**config.mk**
```make
export PLATFORM = sky130hd
export DESIGN_NAME = unicode_escape_decoder
export DESIGN_NICKNAME = d
export VERILOG_FILES = /design/src/uesc_pkg.sv /design/src/unicode_escape_decoder.sv /design/src/uesc_front.sv /design/src/uesc_queue.sv /design/src/uesc_back.sv
export SDC_FILE = /design/constraint.sdc
export NUM_CORES = 1
export LEC_CHECK = 0
export ABC_CLOCK_PERIOD_IN_PS = 11400
export BUFFER_PORTS_ARGS = -buffer_cell sky130_fd_sc_hd__buf_2
export CAP_MARGIN = 30
export CORE_ASPECT_RATIO = 1.25
export CORE_MARGIN = 2
export CORE_UTILIZATION = 48
export CTS_CLUSTER_DIAMETER = 30
export DETAILED_ROUTE_END_ITERATION = 7
export GPL_ROUTABILITY_DRIVEN = 0
export HOLD_SLACK_MARGIN = 0.05
export PLACE_DENSITY = 0.61
export SKIP_LAST_GASP = 1
export SYNTH_ARGS = -nofsm -noshare
export SYNTH_HDL_FRONTEND = slang
export SYNTH_HIERARCHICAL = 1
export SYNTH_SLANG_ARGS = --single-unit
```
**constraint.sdc**
```tcl
create_clock -name aclk -period 11.4 [get_ports aclk]
set_input_delay 0.57 -clock aclk [delete_from_list [all_inputs] [get_ports aclk]]
set_output_delay 0.57 -clock aclk [all_outputs]
set_load 0.02 [all_outputs]
```
**src/uesc_pkg.sv**
```systemverilog
// ---------------------------------------------------------------------------
// uesc_pkg
// Shared types, character constants and hex helpers for the unicode
// escape decoder.
// ---------------------------------------------------------------------------
package uesc_pkg;

    localparam int MAX_DIGITS_DEF = 5;   // most hex digits one escape holds
    localparam int MIN_DIGITS     = 4;   // fewest digits that decode
    localparam int QUEUE_DEPTH    = 2;   // command queue entries
    localparam int UNIT_W         = 16;  // result code unit width
    localparam int BYTE_W         = 8;

    localparam logic [BYTE_W-1:0] CH_BACKSLASH = 8'h5C;
    localparam logic [BYTE_W-1:0] CH_U         = 8'h75;

    // what the back end has to emit for one input byte, in this order:
    // backslash, 'u', held digits, decoded value, the byte itself
    typedef struct packed {
        logic has_bs;
        logic has_u;
        logic has_val;
        logic has_chr;
    } cmd_ctl_t;

    localparam int CTL_W = $bits(cmd_ctl_t);

    function automatic logic is_hex(input logic [BYTE_W-1:0] c);
        return (c >= 8'h30 && c <= 8'h39) || (c >= 8'h41 && c <= 8'h46) ||
               (c >= 8'h61 && c <= 8'h66);
    endfunction

    function automatic logic [3:0] hex_val(input logic [BYTE_W-1:0] c);
        logic [BYTE_W-1:0] d;
        if (c <= 8'h39) begin
            d = c - 8'h30;
        end else if (c <= 8'h46) begin
            d = c - 8'h37;
        end else begin
            d = c - 8'h57;
        end
        return d[3:0];
    endfunction

endpackage

```
**src/unicode_escape_decoder.sv**
```systemverilog
// A byte's first code unit passes the command queue and then the registered output stage before m_tdata.
// The emitter gives one code unit per cycle while m_tready does not stall it; a byte yields n
// code units, n being its result count (up to MAX_DIGITS + 3 when an overlong escape is flushed).
// The parser takes a byte per cycle while the two-entry command queue has room.
// Reset (aresetn low, synchronous): plain mode, no digits held, queue and output empty;
// the held digit bytes are not cleared.
// ---------------------------------------------------------------------------
// unicode_escape_decoder
// Decodes backslash-u hex escapes in a byte stream into 16-bit code units.
// ---------------------------------------------------------------------------
module unicode_escape_decoder #(
    parameter int MAX_DIGITS = uesc_pkg::MAX_DIGITS_DEF
) (
    input  logic        aclk,
    input  logic        aresetn,
    input  logic        s_tvalid,
    output logic        s_tready,
    input  logic [7:0]  s_tdata,   // [7:0] text_byte
    input  logic        s_tlast,   // end_of_message
    output logic        m_tvalid,
    input  logic        m_tready,
    output logic [15:0] m_tdata,   // [15:0] code_unit
    output logic        m_tlast    // last_of_run
);
    import uesc_pkg::*;

    localparam int CNT_W = $clog2(MAX_DIGITS + 1);
    localparam int DIG_W = MAX_DIGITS * 8;
    localparam int Q_W   = DIG_W + CNT_W + UNIT_W + BYTE_W + CTL_W;

    logic             q_full, q_empty;
    logic             push, pop;
    cmd_ctl_t         f_ctl, b_ctl;
    logic [CNT_W-1:0] f_ndig, b_ndig;
    logic [DIG_W-1:0] f_digits, b_digits;
    logic [15:0]      f_val, b_val;
    logic [7:0]       f_chr, b_chr;
    logic [Q_W-1:0]   q_in, q_out;

    uesc_front #(
        .MAX_DIGITS (MAX_DIGITS),
        .CNT_W      (CNT_W)
    ) u_front (
        .aclk       (aclk),
        .aresetn    (aresetn),
        .s_tvalid   (s_tvalid),
        .s_tready   (s_tready),
        .s_tdata    (s_tdata),
        .s_tlast    (s_tlast),
        .q_full     (q_full),
        .push       (push),
        .cmd_ctl    (f_ctl),
        .cmd_ndig   (f_ndig),
        .cmd_digits (f_digits),
        .cmd_val    (f_val),
        .cmd_chr    (f_chr)
    );

    assign q_in = {f_digits, f_ndig, f_val, f_chr, f_ctl};
    assign {b_digits, b_ndig, b_val, b_chr, b_ctl} = q_out;

    uesc_queue #(
        .WIDTH (Q_W)
    ) u_queue (
        .aclk      (aclk),
        .aresetn   (aresetn),
        .push      (push),
        .push_data (q_in),
        .pop       (pop),
        .pop_data  (q_out),
        .empty     (q_empty),
        .full      (q_full)
    );

    uesc_back #(
        .MAX_DIGITS (MAX_DIGITS),
        .CNT_W      (CNT_W)
    ) u_back (
        .aclk       (aclk),
        .aresetn    (aresetn),
        .q_empty    (q_empty),
        .pop        (pop),
        .cmd_ctl    (b_ctl),
        .cmd_ndig   (b_ndig),
        .cmd_digits (b_digits),
        .cmd_val    (b_val),
        .cmd_chr    (b_chr),
        .m_tvalid   (m_tvalid),
        .m_tready   (m_tready),
        .m_tdata    (m_tdata),
        .m_tlast    (m_tlast)
    );

endmodule

```
**src/uesc_front.sv**
```systemverilog
// ---------------------------------------------------------------------------
// uesc_front
// Parser: takes one text byte a cycle while the queue has room, tracks
// escape state and held digits, and queues at most one command per byte.
// ---------------------------------------------------------------------------
module uesc_front #(
    parameter int MAX_DIGITS = uesc_pkg::MAX_DIGITS_DEF,
    parameter int CNT_W      = $clog2(MAX_DIGITS + 1)
) (
    input  logic                         aclk,
    input  logic                         aresetn,
    input  logic                         s_tvalid,
    output logic                         s_tready,
    input  logic [7:0]                   s_tdata,   // [7:0] text_byte
    input  logic                         s_tlast,   // end_of_message
    input  logic                         q_full,
    output logic                         push,
    output uesc_pkg::cmd_ctl_t           cmd_ctl,
    output logic [CNT_W-1:0]             cmd_ndig,
    output logic [MAX_DIGITS*8-1:0]      cmd_digits,
    output logic [15:0]                  cmd_val,
    output logic [7:0]                   cmd_chr
);
    import uesc_pkg::*;

    localparam int IDX_W = (MAX_DIGITS > 1) ? $clog2(MAX_DIGITS) : 1;

    localparam logic [1:0] MODE_PLAIN  = 2'd0;
    localparam logic [1:0] MODE_SLASH  = 2'd1;
    localparam logic [1:0] MODE_ESCAPE = 2'd2;

    logic [1:0]        mode_reg, mode_next;
    logic [CNT_W-1:0]  cnt_reg, cnt_next;
    logic [UNIT_W-1:0] val_reg;
    logic [7:0]        store_reg [MAX_DIGITS];
    logic              accept;
    logic              store_we;
    logic              c_hex;
    logic              c_bs;

    assign s_tready = !q_full;
    assign accept   = s_tvalid && !q_full;
    assign c_hex    = is_hex(s_tdata);
    assign c_bs     = (s_tdata == CH_BACKSLASH);
    assign cmd_chr  = s_tdata;
    assign cmd_val  = val_reg;

    always_comb begin
        for (int i = 0; i < MAX_DIGITS; i++) begin
            cmd_digits[i*8 +: 8] = store_reg[i];
        end
    end

    always_comb begin
        cmd_ctl   = '0;
        cmd_ndig  = '0;
        mode_next = mode_reg;
        cnt_next  = cnt_reg;
        store_we  = 1'b0;
        case (mode_reg)
            MODE_SLASH: begin
                if (s_tdata == CH_U) begin
                    mode_next = MODE_ESCAPE;
                    cnt_next  = '0;
                end else begin
                    cmd_ctl.has_bs  = 1'b1;
                    cmd_ctl.has_chr = 1'b1;
                    mode_next       = MODE_PLAIN;
                end
            end
            MODE_ESCAPE: begin
                if (c_hex && cnt_reg < CNT_W'(MAX_DIGITS)) begin
                    store_we = 1'b1;
                    cnt_next = cnt_reg + CNT_W'(1);
                end else begin
                    cnt_next = '0;
                    if (!c_hex && cnt_reg >= CNT_W'(MIN_DIGITS)) begin
                        cmd_ctl.has_val = 1'b1;
                    end else begin
                        // too short, or one digit too many: give it back literally
                        cmd_ctl.has_bs = 1'b1;
                        cmd_ctl.has_u  = 1'b1;
                        cmd_ndig       = cnt_reg;
                    end
                    if (!c_hex && c_bs) begin
                        mode_next = MODE_SLASH;
                    end else begin
                        cmd_ctl.has_chr = 1'b1;
                        mode_next       = MODE_PLAIN;
                    end
                end
            end
            default: begin
                if (c_bs) begin
                    mode_next = MODE_SLASH;
                end else begin
                    cmd_ctl.has_chr = 1'b1;
                end
            end
        endcase
        if (s_tlast) begin
            mode_next = MODE_PLAIN;
            cnt_next  = '0;
        end
    end

    assign push = accept && (cmd_ctl != '0);

    always_ff @(posedge aclk) begin
        if (!aresetn) begin
            mode_reg <= MODE_PLAIN;
            cnt_reg  <= '0;
        end else if (accept) begin
            mode_reg <= mode_next;
            cnt_reg  <= cnt_next;
        end
    end

    // only the last four digits survive the 16-bit truncation
    always_ff @(posedge aclk) begin
        if (accept && store_we) begin
            store_reg[cnt_reg[IDX_W-1:0]] <= s_tdata;
            val_reg <= {val_reg[UNIT_W-5:0], hex_val(s_tdata)};
        end
    end

endmodule

```
**src/uesc_queue.sv**
```systemverilog
// ---------------------------------------------------------------------------
// uesc_queue
// Small command queue between the parser and the emitter.
// ---------------------------------------------------------------------------
module uesc_queue #(
    parameter int WIDTH = 8
) (
    input  logic             aclk,
    input  logic             aresetn,
    input  logic             push,
    input  logic [WIDTH-1:0] push_data,
    input  logic             pop,
    output logic [WIDTH-1:0] pop_data,
    output logic             empty,
    output logic             full
);
    import uesc_pkg::*;

    localparam int PTR_W = (QUEUE_DEPTH > 1) ? $clog2(QUEUE_DEPTH) : 1;

    logic [WIDTH-1:0] mem_reg [QUEUE_DEPTH];
    logic [PTR_W-1:0] wr_ptr_reg, rd_ptr_reg;
    logic [PTR_W:0]   count_reg;

    assign empty    = (count_reg == '0);
    assign full     = (count_reg == (PTR_W+1)'(QUEUE_DEPTH));
    assign pop_data = mem_reg[rd_ptr_reg];

    always_ff @(posedge aclk) begin
        if (push) begin
            mem_reg[wr_ptr_reg] <= push_data;
        end
    end

    always_ff @(posedge aclk) begin
        if (!aresetn) begin
            wr_ptr_reg <= '0;
            rd_ptr_reg <= '0;
            count_reg  <= '0;
        end else begin
            if (push) begin
                wr_ptr_reg <= (wr_ptr_reg == PTR_W'(QUEUE_DEPTH - 1)) ? '0
                                                                       : wr_ptr_reg + 1'b1;
            end
            if (pop) begin
                rd_ptr_reg <= (rd_ptr_reg == PTR_W'(QUEUE_DEPTH - 1)) ? '0
                                                                       : rd_ptr_reg + 1'b1;
            end
            if (push && !pop) begin
                count_reg <= count_reg + 1'b1;
            end else if (pop && !push) begin
                count_reg <= count_reg - 1'b1;
            end
        end
    end

endmodule

```
**src/uesc_back.sv**
```systemverilog
// ---------------------------------------------------------------------------
// uesc_back
// Emitter: walks the head command one code unit per cycle, unless m_tready
// stalls, into a registered output stage and pops it with its last unit.
// ---------------------------------------------------------------------------
module uesc_back #(
    parameter int MAX_DIGITS = uesc_pkg::MAX_DIGITS_DEF,
    parameter int CNT_W      = $clog2(MAX_DIGITS + 1)
) (
    input  logic                    aclk,
    input  logic                    aresetn,
    input  logic                    q_empty,
    output logic                    pop,
    input  uesc_pkg::cmd_ctl_t      cmd_ctl,
    input  logic [CNT_W-1:0]        cmd_ndig,
    input  logic [MAX_DIGITS*8-1:0] cmd_digits,
    input  logic [15:0]             cmd_val,
    input  logic [7:0]              cmd_chr,
    output logic                    m_tvalid,
    input  logic                    m_tready,
    output logic [15:0]             m_tdata,   // [15:0] code_unit
    output logic                    m_tlast    // last_of_run
);
    import uesc_pkg::*;

    localparam int IDX_W = (MAX_DIGITS > 1) ? $clog2(MAX_DIGITS) : 1;

    localparam logic [2:0] PH_BS  = 3'd0;
    localparam logic [2:0] PH_U   = 3'd1;
    localparam logic [2:0] PH_DIG = 3'd2;
    localparam logic [2:0] PH_VAL = 3'd3;
    localparam logic [2:0] PH_CHR = 3'd4;

    logic              m_valid_reg;
    logic [UNIT_W-1:0] data_reg;
    logic              last_reg;
    logic              started_reg;
    logic [2:0]        phase_reg;
    logic [IDX_W-1:0]  idx_reg;

    logic [4:0]        en;
    logic [2:0]        first_ph, cur_ph, nxt_ph;
    logic              more;
    logic              step;
    logic [UNIT_W-1:0] unit;

    assign m_tvalid = m_valid_reg;
    assign m_tdata  = data_reg;
    assign m_tlast  = last_reg;
    assign step     = !q_empty && (!m_valid_reg || m_tready);
    assign pop      = step && !more;

    always_comb begin
        en = {cmd_ctl.has_chr, cmd_ctl.has_val, (cmd_ndig != '0),
              cmd_ctl.has_u, cmd_ctl.has_bs};
        first_ph = PH_CHR;
        for (int q = 4; q >= 0; q--) begin
            if (en[q]) begin
                first_ph = 3'(q);
            end
        end
        cur_ph = started_reg ? phase_reg : first_ph;

        more   = 1'b0;
        nxt_ph = cur_ph;
        if (cur_ph == PH_DIG && (CNT_W'(idx_reg) + CNT_W'(1) < cmd_ndig)) begin
            more = 1'b1;
        end else begin
            // lowest enabled phase after the current one
            for (int q = 4; q >= 0; q--) begin
                if (3'(q) > cur_ph && en[q]) begin
                    more   = 1'b1;
                    nxt_ph = 3'(q);
                end
            end
        end

        case (cur_ph)
            PH_BS:   unit = {8'h00, CH_BACKSLASH};
            PH_U:    unit = {8'h00, CH_U};
            PH_DIG:  unit = {8'h00, cmd_digits[idx_reg*8 +: 8]};
            PH_VAL:  unit = cmd_val;
            PH_CHR:  unit = {8'h00, cmd_chr};
            default: unit = '0;
        endcase
    end

    always_ff @(posedge aclk) begin
        if (step) begin
            data_reg <= unit;
            last_reg <= !more;
        end
    end

    always_ff @(posedge aclk) begin
        if (!aresetn) begin
            m_valid_reg <= 1'b0;
            started_reg <= 1'b0;
            phase_reg   <= PH_BS;
            idx_reg     <= '0;
        end else if (step) begin
            m_valid_reg <= 1'b1;
            if (more) begin
                started_reg <= 1'b1;
                phase_reg   <= nxt_ph;
                idx_reg     <= (cur_ph == PH_DIG && nxt_ph == PH_DIG) ? idx_reg + 1'b1 : '0;
            end else begin
                started_reg <= 1'b0;
                idx_reg     <= '0;
            end
        end else if (m_tready) begin
            m_valid_reg <= 1'b0;
        end
    end

endmodule

```
# Yosys cells after proc, flatten, opt, wreduce, memory -nomap -nowiden
# Memory sizes are Yosys's and may differ from the RTL's. A register that Yosys moved wholly into a read port is not among the register bits.
# Cells that the tools add are included.
word_totals:
  ff_bits: 50
  latch_bits: 0
  ramBits: 182
  rom_bits: 0
  wordCells: 150
  n_memories: 2
memory_table:
  columns: ["memory", "words", "width", "read_ports", "rd_clocked_by_memory_dff", "wr", "line", "text"]
  rows:
  - ["u_queue.mem_reg", 2, 71, 1, 1, 1, "uesc_queue.sv:21", "logic [WIDTH-1:0] mem_reg [QUEUE_DEPTH];"]
  - ["u_front.store_reg", 5, 8, 5, 0, 1, "uesc_front.sv:35", "logic [7:0] store_reg [MAX_DIGITS];"]
classes:
  add_sub_neg: 9
  mul: 0
  n_div: 0
  order_cmp: 14
  eq_ne: 12
  n_shift: 1
  mux: 59
  bitwise_logic: 0
  reduce_logical: 41
op_table:
  columns: ["cell", "count"]
  rows:
  - ["case mux 16 bit (5 select lines)", 1]
  - ["two-way mux 3 bit", 19]
  - ["indexed part select 40 x 7 -> 8 bit", 1]
  - ["two-way mux 1 bit", 24]
  - ["logical AND 1 bit", 20]
  - ["== test 8 x 7 -> 1 bit (second input constant)", 2]
  - [">= comparator 8 x 7 -> 1 bit (second input constant)", 2]
  - ["less-or-equal comparator 8 x 7 -> 1 bit (second input constant)", 2]
  - ["two-way mux 2 bit", 8]
  - ["two-way mux 4 bit", 3]
  - ["== test 3 x 2 -> 1 bit (second input constant)", 3]
  - [">= comparator 8 x 6 -> 1 bit (second input constant)", 1]
  - ["less-or-equal comparator 8 x 6 -> 1 bit (second input constant)", 1]
  - ["nonzero test 4 bit", 2]
  - ["subtractor 4 x 3 -> 4 bit (second input constant)", 2]
  - ["zero test 1 bit", 7]
  - ["adder 3 x 1 -> 3 bit (second input constant)", 2]
  - ["> comparator 1 x 3 -> 1 bit (first input constant)", 2]
  - ["> comparator 2 x 3 -> 1 bit (first input constant)", 2]
  - ["case mux 3 bit (2 select lines)", 1]
  - ["AND reduction 3 bit", 2]
  - ["nonzero test 3 bit", 2]
  - ["== test 2 bit (second input constant)", 2]
  - ["case mux 1 bit (2 select lines)", 2]
  - ["19 further kinds", 23]

# Logic depth before layout (Yosys ltp)
depth:
  ltp_word: 18
  mapped_depth: 15
  depth_no_buf: 13

# Hierarchy
# Netlist, hierarchy kept.
modules_own_cells:
  columns: ["mod", "instances", "cells_each", "area_each_um2", "seq_area_each_um2"]
  rows:
  - ["uesc_queue", 1, 243, 5366.4, 4364.2]
  - ["uesc_front", 1, 175, 2542.4, 1781.7]
  - ["uesc_back", 1, 155, 1735.4, 670.6]

# Least setup slack after synthesis
# Ideal clock, no wire load.
synth_timing:
  path_type: "in2reg"
  from: "input s_tdata[1]"
  to: "memory u_queue/mem_reg[0][0] in the netlist's numbering (enable)"
  setup_ns: 0.510
  arrival_time_ns: 5.092
  t_required_ns: 10.890
  path_slack_ns: 5.798
  cell_stages: 9
  n_path_buf: 1
  cell_sequence: "inv_1 ha_1 nor4bb_1 nor3_1 o311ai_1 buf_6 o21ai_1 a31oi_1 nor2b_1"
synth_via:
  elab_chain_cells: 13
  word_cells_on_any_way: 30
  cone_classes: "6 x order compare; 2 x eq/ne; 11 x mux; 11 x reduce/logical"
synth_lines:
  columns: ["element", "line", "text"]
  rows:
  - ["start, declared", "unicode_escape_decoder.sv:18", "input logic [7:0] s_tdata,"]
  - [">= comparator 8 x 6 -> 1 bit (tied with other cells)", "uesc_pkg.sv:29", "return (c >= 8'h30 && c <= 8'h39) || (c >= 8'h41 && c <= 8'h46) ||"]
  - ["logical AND 1 bit", "uesc_pkg.sv:29", null]
  - ["logical OR 1 bit (2 in a row)", "uesc_pkg.sv:29", null]
  - ["zero test 1 bit", "uesc_front.sv:77, uesc_front.sv:85", null]
  - ["logical AND 1 bit, on equally long branches", "uesc_front.sv:85, uesc_front.sv:77", null]
  - ["two-way mux 1 bit (tied with other cells)", "uesc_front.sv:85", "if (!c_hex && c_bs) begin"]
  - ["two-way mux 4 bit", "uesc_front.sv:72", "if (c_hex && cnt_reg < CNT_W'(MAX_DIGITS)) begin"]
  - ["case mux 1 bit (2 select lines) / two-way mux 2 bit (equally long branches)", "uesc_front.sv:60", "case (mode_reg)"]
  - ["nonzero test 4 bit (*)", "uesc_front.sv:107", "assign push = accept && (cmd_ctl != '0);"]
  - ["logical AND 1 bit (*)", "uesc_front.sv:107", null]
  - ["named net push", "unicode_escape_decoder.sv:32", "logic push, pop;"]
  - ["two-way mux 1 bit (*)", "uesc_queue.sv:30", "if (push) begin"]
  - ["two-way mux 1 bit (implied by the code) (*)", "uesc_queue.sv:31", "mem_reg[wr_ptr_reg] <= push_data;"]
  - ["end, declared", "uesc_queue.sv:21", null]
# The timed path passes the listed nets; every way through them passes the cells marked *.

==> flow_metrics.tcl <==
set metrics [dict create \
    status "finished clean" \
    setup_viol 0 \
    final-seq-area_mm2 0.00682 \
    critPathArrivalTime_ns 4.46 \
    antennaDiodeCount 0 \
    cts_root_buf "clkbuf_16" \
    first_pass_iters 4 \
    post_cts_resize_count 0 \
    fin_nets 660 \
    cts_setup_buffers 0 \
    cts.path.max_buffers 3 \
    wl_per_cell_um 19.1 \
    crit_fanout 71 \
    synthSimpleGateAreaFrac 0.0745 \
    drt-total-wl_um 17900 \
    cts_tree "yes" \
    hold_end "u_front/store_reg[3][1]" \
    multiInputGateArea_mm2 0.00260 \
    clock_sinks 233 \
    fin_skew_ns 0.0196 \
    synth_area_per_cell_um2 16.8 \
    cp_num_buf_inv 2 \
    irDropWorstVdd_mv 0.126 \
    clkTransAtPathRegs_ns 0.05 \
    synth_top_family_by_area "multiplexers" \
    synth.top_cells.by_count "215 x edfxtp_1, 71 x mux2_2, 22 x nand2_1, 18 x dfxtp_1, 17 x inv_1" \
    ys_async_sr_fraction 0 \
    drtIter0Drc 331 \
    finalHoldViolCount 0 \
    tightest_slew_ns 0.989 \
    ant_nets 0 \
    regToRegSetupSlack_ns 7.36 \
    yosys.area_share.xor_xnor 0.00727 \
    gr-usage-all-layers 0.177 \
    yosysSeqAreaShare 0.707 \
    whs_path_depth 1 \
    viasPerCell 5.48 \
    slew_headroom 0.341 \
    min_path_type "in2reg" \
    fmax_mhz 248 \
    max-cap-violations 0 \
    finalPower_w 0.00256 \
    syn2layout_area_growth_pct 19.3 \
    grt_pass1_wl_um 28500 \
    synthCells 573 \
    fp.coreArea_mm2 0.0199 \
    synth_largest_area_cell "edfxtp_1" \
    ys_ff_latch 233 \
    ff2ff_path_depth 11 \
    p_int_w 0.00194 \
    synth_top_area_frac 0.669 \
    setup_tns_ns 0 \
    grt_overflow 0 \
    cts_buffers 41 \
    report.final.slew_viol_count 0 \
    min_period_ns 4.04 \
    synth_warnings 6 \
    cp.required_ns 11.82 \
    dpl_worst_slack_ns 7.35 \
    power_frac_comb 0.120 \
    synth.most_common_cell "edfxtp_1" \
    endpoint_kind "flop" \
    pin_count 32 \
    cp_cell_sequence "buf_4 -> mux2_2 -> or4_4 -> o211a_1 -> a311o_1 -> a21oi_4 -> and2_1 -> inv_1 -> ha_1 -> or3_1 -> a21boi_1" \
    critical_path.top_delay_family "simple AND/OR/NAND/NOR gates" \
    holdCritStartpoint "s_tdata[1]" \
    ctsHoldBuffers 0 \
    antenna_found_initial 0 \
    synth_edf_count 215 \
    grt_max_degree 73 \
    drive_gt1_frac 0.327 \
    slowest_stage "buf_4" \
    dpl.hpwl_um 10900 \
    start_util 0.485 \
    drc_errors 0 \
    synthAdderAreaFrac 0.0156 \
    rows 58 \
    synth_nets 598 \
    timing.final.crit_share 0.354 \
    clock_latency_ns 0.51 \
    cp-start-kind "flop" \
    cpPeakStageDelay_ns 0.72 \
    setup_ws_ns 7.36 \
    largest_reg_flops 142 \
    p_leak_nw 3.98 \
    synthMuxAreaShare 0.106 \
    vias 5138 \
    switching_share 0.241 \
    synth_area_mm2 0.00964 \
    fillCellCount 1569 \
    synth_area_leaders "edfxtp_1 67%, mux2_2 8.3%, dfxtp_1 3.7%, mux4_2 1.9%, ha_1 1.6%" \
    p_per_area_mw_per_mm2 222 \
    p_switching_w 0.000615 \
    grt_setup_unrepaired "false" \
    die_w_um 131 \
    portBuffers 31 \
    synth-compound-area-share 0.0614 \
    dieArea_mm2 0.0212 \
    crit_type "reg2reg" \
    clkPwrFrac 0.468 \
    p_seq_frac 0.412 \
    synthFlopType "edfxtp_1" \
    htreeDepth 2 \
    synth_cell_type_count 79 \
    reg2reg_to "u_queue/count_reg[1]" \
    hold_ws_ns 0.373 \
    die_y_um 162 \
    grt_pass1_vias 5390 \
]
-- area by class of cell --
cell class / instances / area share
flip-flops and latches: 233 / 0.593
multi-input cells: 296 / 0.226
clock buffers: 49 / 0.0955
well taps: 270 / 0.0294
clock inverters: 26 / 0.0249
repair buffers: 43 / 0.0246
inverters: 20 / 0.00653
-- how the worst max path moves through the flow --
stage | from | to | slack [ns] | cells after the start
CTS | flop | u_queue/count_reg[1] | 7.32 | 11
floorplan | s_tdata[1] | u_queue/mem_reg[0][0] | 5.80 | 9
detailed placement | flop | u_queue/count_reg[1] | 7.35 | 11
finish | flop | u_queue/count_reg[1] | 7.36 | 11
global placement | flop | u_queue/count_reg[1] | 7.43 | 11
global route | flop | u_queue/count_reg[1] | 7.07 | 11
-- metrics by stage --
step           area, µm²  instances   util
3_5_place_dp       10100        860  0.506
6_report           11500        937  0.578
2_1_floorplan       9640        573      -
5_1_grt            11500        937  0.578
3_3_place_gp       10100        859  0.506
4_1_cts            11400        935  0.576
-- worst reg2reg max path: stages, from the launching register on --
cell and delay (ns):
dfxtp_2 0.31, buf_4 0.72, mux2_2 0.50, or4_4 0.58
o211a_1 0.27, a311o_1 0.32, a21oi_4 0.18, and2_1 0.21
inv_1 0.06, ha_1 0.31, or3_1 0.35, a21boi_1 0.15
-- per-layer routing --
metal,up-vias,wire [µm],GRT usage
li1,2389,-,-
met1,2581,7160,0.208
met2,130,9310,0.309
met3,38,887,0.0434
met4,0,504,0.0696
met5,-,0,0
-- power groups by stage --
stage	registers, W	logic (W)	clock network [W]
after floorplan	0.00109	0.000200	0
after global placement	0.00107	0.000294	0
final	0.00105	0.000308	0.00120
after global routing	0.00106	0.000337	0.00126
after detailed placement	0.00107	0.000300	0
after CTS	0.00106	0.000302	0.00122
-- cells in the final DEF (no fill, tap or decap), types with 6 or more instances in the layout --
| master | count |
|---|---|
| edfxtp_1 | 215 |
| mux2_2 | 71 |
| clkbuf_16 | 43 |
| buf_2 | 32 |
| nand2_1 | 22 |
| inv_1 | 17 |
| dfxtp_1 | 17 |
| nor2_1 | 15 |
| a21oi_1 | 15 |
| and3_1 | 12 |
| ha_1 | 12 |
| buf_4 | 9 |
| mux4_2 | 8 |
| o21ai_0 | 8 |
| nor4_2 | 7 |
| nor3_1 | 7 |
| clkinv_1 | 6 |
| clkbuf_1 | 6 |
| clkinv_2 | 6 |
| a22o_1 | 6 |
| o21ai_1 | 6 |
-- cells by family (layout without fill, tap and decap cells) --
family,count (synthesis),count (layout)
fa+ha+maj,12,12
mux,83,83
buf+inv,44,138
simple gates,117,117
flops,233,233
compound gates,76,76
xor+xnor,8,8
Power figures use the tool's default switching activity.
